$ cat src/sv/indexed_doubly_linked_list_core_defines.svh
// Assertion macros for the list core.
// Define ASSERT_OFF to compile the checks away.
`ifndef INDEXED_DOUBLY_LINKED_LIST_CORE_DEFINES_SVH
`define INDEXED_DOUBLY_LINKED_LIST_CORE_DEFINES_SVH

`ifndef ASSERT_OFF

// Same-cycle implication, disabled while reset is high.
`define IDLL_ASSERT_IMP(label, clk, rst, ante, cons) \
   label: assert property (@(posedge clk) disable iff (rst) (ante) |-> (cons)) \
      else $error("list core check failed");

// Next-cycle implication, disabled while reset is high.
`define IDLL_ASSERT_NXT(label, clk, rst, ante, cons) \
   label: assert property (@(posedge clk) disable iff (rst) (ante) |=> (cons)) \
      else $error("list core check failed");

`else

`define IDLL_ASSERT_IMP(label, clk, rst, ante, cons)
`define IDLL_ASSERT_NXT(label, clk, rst, ante, cons)

`endif

`endif

$ cat src/sv/idll_ram.sv
`timescale 1ns / 1ps

module idll_ram #(
   parameter int WIDTH = 8,
   parameter int DEPTH = 16
) (
   input  logic                     clock,
   input  logic                     we,
   input  logic [$clog2(DEPTH)-1:0] waddr,
   input  logic [WIDTH-1:0]         wdata,
   input  logic                     re,
   input  logic [$clog2(DEPTH)-1:0] raddr,
   output logic [WIDTH-1:0]         rdata
);

   logic [WIDTH-1:0] mem_ff [DEPTH];
   logic [WIDTH-1:0] rdata_ff;

   // One write port.
   always_ff @(posedge clock) begin
      if (we) begin
         mem_ff[waddr] <= wdata;
      end
   end

   // One read port with registered data; the data holds while re is low.
   always_ff @(posedge clock) begin
      if (re) begin
         rdata_ff <= mem_ff[raddr];
      end
   end

   assign rdata = rdata_ff;

endmodule

$ cat config.mk
export PLATFORM = sky130hd
export DESIGN_NAME = idll_ram
export DESIGN_NICKNAME = d
export VERILOG_FILES = /design/src/sv/indexed_doubly_linked_list_core_defines.svh /design/src/sv/idll_ram.sv
export SDC_FILE = /design/constraint.sdc
export NUM_CORES = 1
export LEC_CHECK = 0
export ABC_CLOCK_PERIOD_IN_PS = 1800
export BUFFER_PORTS_ARGS = -buffer_cell sky130_fd_sc_hd__buf_4
export CORE_ASPECT_RATIO = 0.9
export CORE_UTILIZATION = 40
export DETAILED_ROUTE_END_ITERATION = 12
export GPL_TIMING_DRIVEN = 0
export PLACE_DENSITY = 0.64
export SETUP_SLACK_MARGIN = 0.4
export SLEW_MARGIN = 20
export SYNTH_ARGS = -nofsm -noshare
export SYNTH_HDL_FRONTEND = slang
export SYNTH_SLANG_ARGS = --single-unit
$ cat constraint.sdc
create_clock -name clock -period 1.8 [get_ports clock]
set_clock_uncertainty 0.2 [all_clocks]
set_input_delay 0.09 -clock clock [delete_from_list [all_inputs] [get_ports clock]]
set_output_delay 0.09 -clock clock [all_outputs]
set_load 0.005 [all_outputs]
==> flow_metrics.tcl, run 1 <==
set metrics [dict create \
    status "finished with violations" \
    violations "negative hold slack" \
    vias_per_cell 5.17 \
    start_util_pct 41.0 \
    finalHoldViolations 32 \
    wl_mm 9.77 \
    cts-buffers-inserted 17 \
    fin_crit_sh_pct 90.4 \
    fp.dieW_um 123 \
    cts_buffer_depth 2 \
    synth.most_common_cell "edfxtp_1" \
    grt_overflow_total 0 \
    ys_ff_latch 136 \
    hold_class "in -> reg" \
    first_pass_iters 4 \
    min_to "mem_ff[0][6]$_DFFE_PP_" \
    p_per_area_nw_per_um2 1190 \
    final_core_util_pct 50.4 \
    path_buf_inv 0 \
    antenna_found_initial 0 \
    diodes 0 \
    register_area_sq_um 4080 \
    crit_type "reg -> reg" \
    yosysWarnings 0 \
    postCtsSetupRepairBufs 0 \
    ir_drop_mv 1.56 \
    coreArea_sq_um 12700 \
    fill_cells 1019 \
    cp_slowest_stage_delay_ns 0.53 \
    synth_top_flop_cell "edfxtp_1" \
    ant_nets 0 \
    slew_violations 0 \
    rr_endpoint "rdata[6]$_DFFE_PP_" \
    netlist_area_sq_um 5230 \
    crit_path_start "mem_ff[7][6]$_DFFE_PP_" \
    cts_tree "built" \
    worstPathRequired_ns 1.75 \
    drtIter0Drc 152 \
    grt_pass1_vias 2456 \
    synth_top_area_cell "edfxtp_1" \
    r2r_setup_slack_ns 0.17 \
    grt_pass1_wl_mm 15.1 \
    drv_cap 0 \
    clk_pin_slew_worst_paths_ns 0.06 \
    crit_arrival_ns 1.58 \
    synth_edf_count 136 \
    wl_per_cell_um 21.3 \
    multi_input_area_sq_um 1100 \
    clk_latency_ns 0.41 \
    synth_cell_types 18 \
    routabilityCongestion 0.685 \
    r2r_start "mem_ff[7][6]$_DFFE_PP_" \
    holdPathStages 2 \
    seq_area_frac_synth_pct 78.1 \
    ctsHoldBuffers 9 \
    yosys-top-cells-area "edfxtp_1 (78%), mux4_2 (7.8%), mux4_1 (7.0%), a22oi_1 (2.3%), nor2_1 (0.93%)" \
    dieArea_sq_um 13500 \
    cp_num_cells 3 \
    relSlewSlack_pct 42.3 \
    dp.final_hpwl_mm 6.21 \
    tightest_slew_ns 0.863 \
    synth_cells 229 \
    cts_root_buf "clkbuf_16" \
    die_h_um 110 \
    critical-path-top-delay-family "multiplexers" \
    drc 0 \
    crit_slowest_cell "mux4_2" \
    finalCriticalPeriod_ns 1.63 \
    async_reset_ff_share_pct 0 \
    synth_top_cell_area_share_pct 78.1 \
    ios 27 \
    synth.top_cells.by_count "edfxtp_1 (136), mux4_2 (18), a22oi_1 (16), mux4_1 (14), nor2_1 (13)" \
    path_max_fanout 1 \
    setup_viol 0 \
    fin_tns_setup_ns 0 \
    drive_above_1_share_pct 39.5 \
    hp-start "waddr[1]" \
    clkSinkCount 136 \
    area_growth_pct 22.8 \
    ctsHtreeMaxLevel 4 \
    whs_ns -0.0944 \
    vias 2369 \
    path_cells "mux4_2, a22oi_2, nand2_1" \
    timing.fmax_mhz 614 \
    rows 39 \
    rsz0062_at_grt "yes" \
    syn_nets 248 \
    track_usage_pct 16.4 \
    fin_nets 301 \
    avgSynthCellArea_sq_um 22.8 \
    cp-end-kind "flip-flop" \
    grt_start_max_net_pins 17 \
    start_kind "flip-flop" \
    reg2reg_depth 3 \
    p_leak_uw 0.00208 \
    portBuffers 25 \
]
## sequential cells by signal (all words and copies together), names as in the netlist
| signal | flops |
|---|---|
| mem_ff | 128 |
| rdata | 8 |
## final cells by class
class / instances / area share, %
Sequential cell: 136 / 63.6
Multi-Input combinational cell: 83 / 17.2
Clock buffer: 17 / 6.63
Timing Repair Buffer: 34 / 4.33
Clock inverter: 14 / 3.22
Tap cell: 164 / 3.20
Buffer: 10 / 1.87
## worst max path at each step
stage | endpoint | slack [ns]
6_report | rdata[6]$_DFFE_PP_ | 0.17
5_1_grt | rdata[5]$_DFFE_PP_ | 0.14
4_1_cts | rdata[0]$_DFFE_PP_ | 0.16
3_5_place_dp | rdata[0]$_DFFE_PP_ | 0.05
3_3_place_gp | rdata[7]$_DFFE_PP_ | 0.05
2_1_floorplan | rdata[1]$_DFFE_PP_ | 0.31
## cells by family after synthesis
logic type	count (synthesis)	synth area share, %
muxes	32	14.8
AOI/OAI and AO/OA	16	2.30
buffers and inverters	10	1.65
DFF	136	78.1
and+or+nand+nor	35	3.14
## what timing repair did
action | in CTS | in global routing
hold endpoints to repair | 168 | 32
resized for setup | 7 | 5
setup endpoints to repair | 8 | 8
pin swaps | 3 | 1
## worst register-to-register path, delay by kind of cell (launching register included)
family / cells / cell delay [ns]
AND/OR/NAND/NOR: 1 / 0.11
flip-flops: 1 / 0.36
AO/OA/AOI/OAI: 1 / 0.17
multiplexers: 1 / 0.53
## metal layers
metal / routed length [um] / track usage [%]
met5: 0 / 0
met4: 116 / 6.42
met3: 666 / 6.10
met2: 4630 / 22.7
met1: 4350 / 23.5
## cell usage in the layout, fill, tap and decap left out, types with 4 or more instances in the layout
master | synthesis | routed
bufinv_16 | 0 | 5
nor2_1 | 13 | 10
a22oi_1 | 16 | 4
a22oi_2 | 0 | 12
edfxtp_1 | 136 | 136
dlygate4sd3_1 | 0 | 9
clkbuf_16 | 0 | 17
mux4_2 | 18 | 32
nand2_1 | 9 | 9
clkinvlp_4 | 0 | 4
buf_4 | 1 | 25
## power by group
part / total (uW) / leakage, uW / internal, uW / switching (uW)
sequential: 3590 / 0.00124 / 3570 / 16.0
combinational: 408 / 0.000544 / 191 / 217
clock: 3650 / 0.000296 / 2430 / 1220
total: 7650 / 0.00208 / 6190 / 1460
## metrics by stage
step	hold slack (ns)	worst slack, ns	instances	power (uW)	area (sq um)
after floorplan	-0.0111	0.308	229	3850	5250
after global placement	0.169	0.0453	418	4020	5640
after detailed placement	0.174	0.0457	418	4030	5640
after CTS	-0.108	0.164	458	7700	6390
after global routing	-0.0947	0.138	458	7880	6420
final	-0.0944	0.173	458	7650	6420
No activity file was read; power rests on OpenSTA's default activity.
==> inputs of run 2 (changes only) <==
--- a/config.mk
+++ b/config.mk
@@ -6,12 +6,13 @@
 export NUM_CORES = 1
 export LEC_CHECK = 0
 export ABC_CLOCK_PERIOD_IN_PS = 1800
-export BUFFER_PORTS_ARGS = -buffer_cell sky130_fd_sc_hd__buf_4
 export CORE_ASPECT_RATIO = 0.9
+export CORE_MARGIN = 3
 export CORE_UTILIZATION = 40
 export DETAILED_ROUTE_END_ITERATION = 12
+export DONT_BUFFER_PORTS = 1
 export GPL_TIMING_DRIVEN = 0
-export PLACE_DENSITY = 0.64
+export PLACE_DENSITY = 0.62
 export SETUP_SLACK_MARGIN = 0.4
 export SLEW_MARGIN = 20
 export SYNTH_ARGS = -nofsm -noshare
==> run 2 against run 1 <==
The flow still finishes with violations (negative hold slack); final cell count decreased by 5.7%; wire length increased by 6.2%; critical path depth unchanged; global-route usage decreased by 0.58 points; final area decreased by 4.3%.
==> flow_metrics.tcl, run 2 (same netlist as run 1, synthesis figures left out) <==
set metrics [dict create \
    postCtsSetupRepairBufs 0 \
    clk_latency_ns 0.42 \
    diodes 0 \
    drc 0 \
    register_area_sq_um 4080 \
    hold_class "in -> reg" \
    r2r_setup_slack_ns 0.15 \
    first_pass_iters 4 \
    grt_pass1_wl_mm 16.0 \
    track_usage_pct 15.8 \
    reg2reg_depth 3 \
    vias_per_cell 5.51 \
    ios 27 \
    fin_crit_sh_pct 91.8 \
    multi_input_area_sq_um 1080 \
    dieArea_sq_um 14500 \
    grt_pass1_vias 2444 \
    slew_violations 0 \
    coreArea_sq_um 12400 \
    setup_viol 0 \
    rsz0062_at_grt "yes" \
    p_leak_uw 0.00193 \
    holdPathStages 1 \
    drive_above_1_share_pct 32.7 \
    portBuffers 0 \
    layout.cells.most_common "edfxtp_1" \
    rr_endpoint "rdata[1]$_DFFE_PP_" \
    final_cell_mix "edfxtp_1 (136), mux4_2 (32), clkbuf_16 (17), dlygate4sd3_1 (11), nor2_1 (10)" \
    critical-path-top-delay-family "multiplexers" \
    whs_ns -0.288 \
    cts_root_buf "clkbuf_16" \
    cp_slowest_stage_delay_ns 0.54 \
    min_to "mem_ff[0][4]$_DFFE_PP_" \
    drtIter0Drc 277 \
    tightest_slew_ns 0.819 \
    wl_per_cell_um 24.0 \
    final_area_sq_um 6150 \
    cts_buffer_depth 2 \
    regMostFlops "mem_ff" \
    routabilityCongestion 0.686 \
    worstPathRequired_ns 1.76 \
    grt_overflow_total 0 \
    wl_mm 10.4 \
    crit_path_start "mem_ff[7][1]$_DFFE_PP_" \
    cts-buffers-inserted 17 \
    start_kind "flip-flop" \
    grt_start_max_net_pins 17 \
    crit_type "reg -> reg" \
    ctsHtreeMaxLevel 4 \
    crit_arrival_ns 1.61 \
    ir_drop_mv 0.697 \
    rows 38 \
    crit_slowest_cell "mux4_2" \
    p_per_area_nw_per_um2 1160 \
    r2r_start "mem_ff[7][1]$_DFFE_PP_" \
    area_growth_pct 17.6 \
    place_area_sq_um 5450 \
    fin_nets 278 \
    clk_pin_slew_worst_paths_ns 0.06 \
    ant_nets 0 \
    path_cells "mux4_2, a22oi_2, nand2_1" \
    cts_tree "built" \
    fp.dieW_um 127 \
    finalHoldViolations 63 \
    finalCriticalPeriod_ns 1.65 \
    path_buf_inv 0 \
    path_max_fanout 1 \
    start_util_pct 42.1 \
    relSlewSlack_pct 45.2 \
    clkSinkCount 136 \
    violations "negative hold slack" \
    cp-end-kind "flip-flop" \
    status "finished with violations" \
    hp-start "waddr[1]" \
    vias 2382 \
    antenna_found_initial 0 \
    timing.fmax_mhz 605 \
    fill_cells 986 \
    drv_cap 0 \
    dp.final_hpwl_mm 6.56 \
    die_h_um 114 \
    ctsHoldBuffers 11 \
    largest_reg_flops 128 \
]
==> run 2: stage by stage <==
step	power [uW]	util [%]	worst slack (ns)	setup TNS, ns	cells
floorplan	3850	-	0.308	0	229
global placement	3920	43.9	0.0211	0	389
detailed placement	3930	43.9	-0.0106	-0.0106	389
CTS	7220	49.5	0.136	0	432
global route	7410	49.5	0.102	0	432
finish	7140	49.5	0.148	0	432
==> run 2: final cells by class <==
cell class,instances,area share [%]
buffer,10,1.95
clock buffer,17,6.92
clock inverter,15,2.12
multi-input combinational,83,17.5
sequential,136,66.4
tap,160,3.26
timing repair buffer,11,1.79
==> run 2: per-layer routing <==
metal | track usage [%] | part of all wire (%) | vias to the layer above
met2 | 21.9 | 46 | 79
li1 | - | - | 1036
met5 | 0 | 0 | -
met4 | 3.93 | 0.70 | 0
met1 | 23.1 | 45 | 1260
met3 | 7.09 | 8.2 | 7
==> run 2: how the worst max path moves through the flow <==
stage	endpoint	slack (ns)	cells after the start
2_1_floorplan	rdata[1]$_DFFE_PP_	0.31	5
3_3_place_gp	rdata[5]$_DFFE_PP_	0.02	5
3_5_place_dp	rdata[5]$_DFFE_PP_	-0.01	5
4_1_cts	rdata[5]$_DFFE_PP_	0.14	3
5_1_grt	rdata[5]$_DFFE_PP_	0.10	3
6_report	rdata[1]$_DFFE_PP_	0.15	3
==> run 2: repair_timing <==
| action | CTS | global route |
|---|---|---|
| cloned | 0 | 0 |
| pin swaps | 2 | 0 |
| resized for setup | 7 | 0 |
| endpoints found under the hold margin | 194 | 56 |
| endpoints found under the setup margin | 8 | 8 |
==> run 2: power by group <==
| group | internal (uW) | total [uW] | switching [uW] | leakage [uW] |
|---|---|---|---|---|
| clock network | 1810 | 3210 | 1400 | 0.000270 |
| logic | 150 | 345 | 195 | 0.000429 |
| registers | 3570 | 3590 | 19.6 | 0.00124 |
| total | 5530 | 7140 | 1610 | 0.00193 |
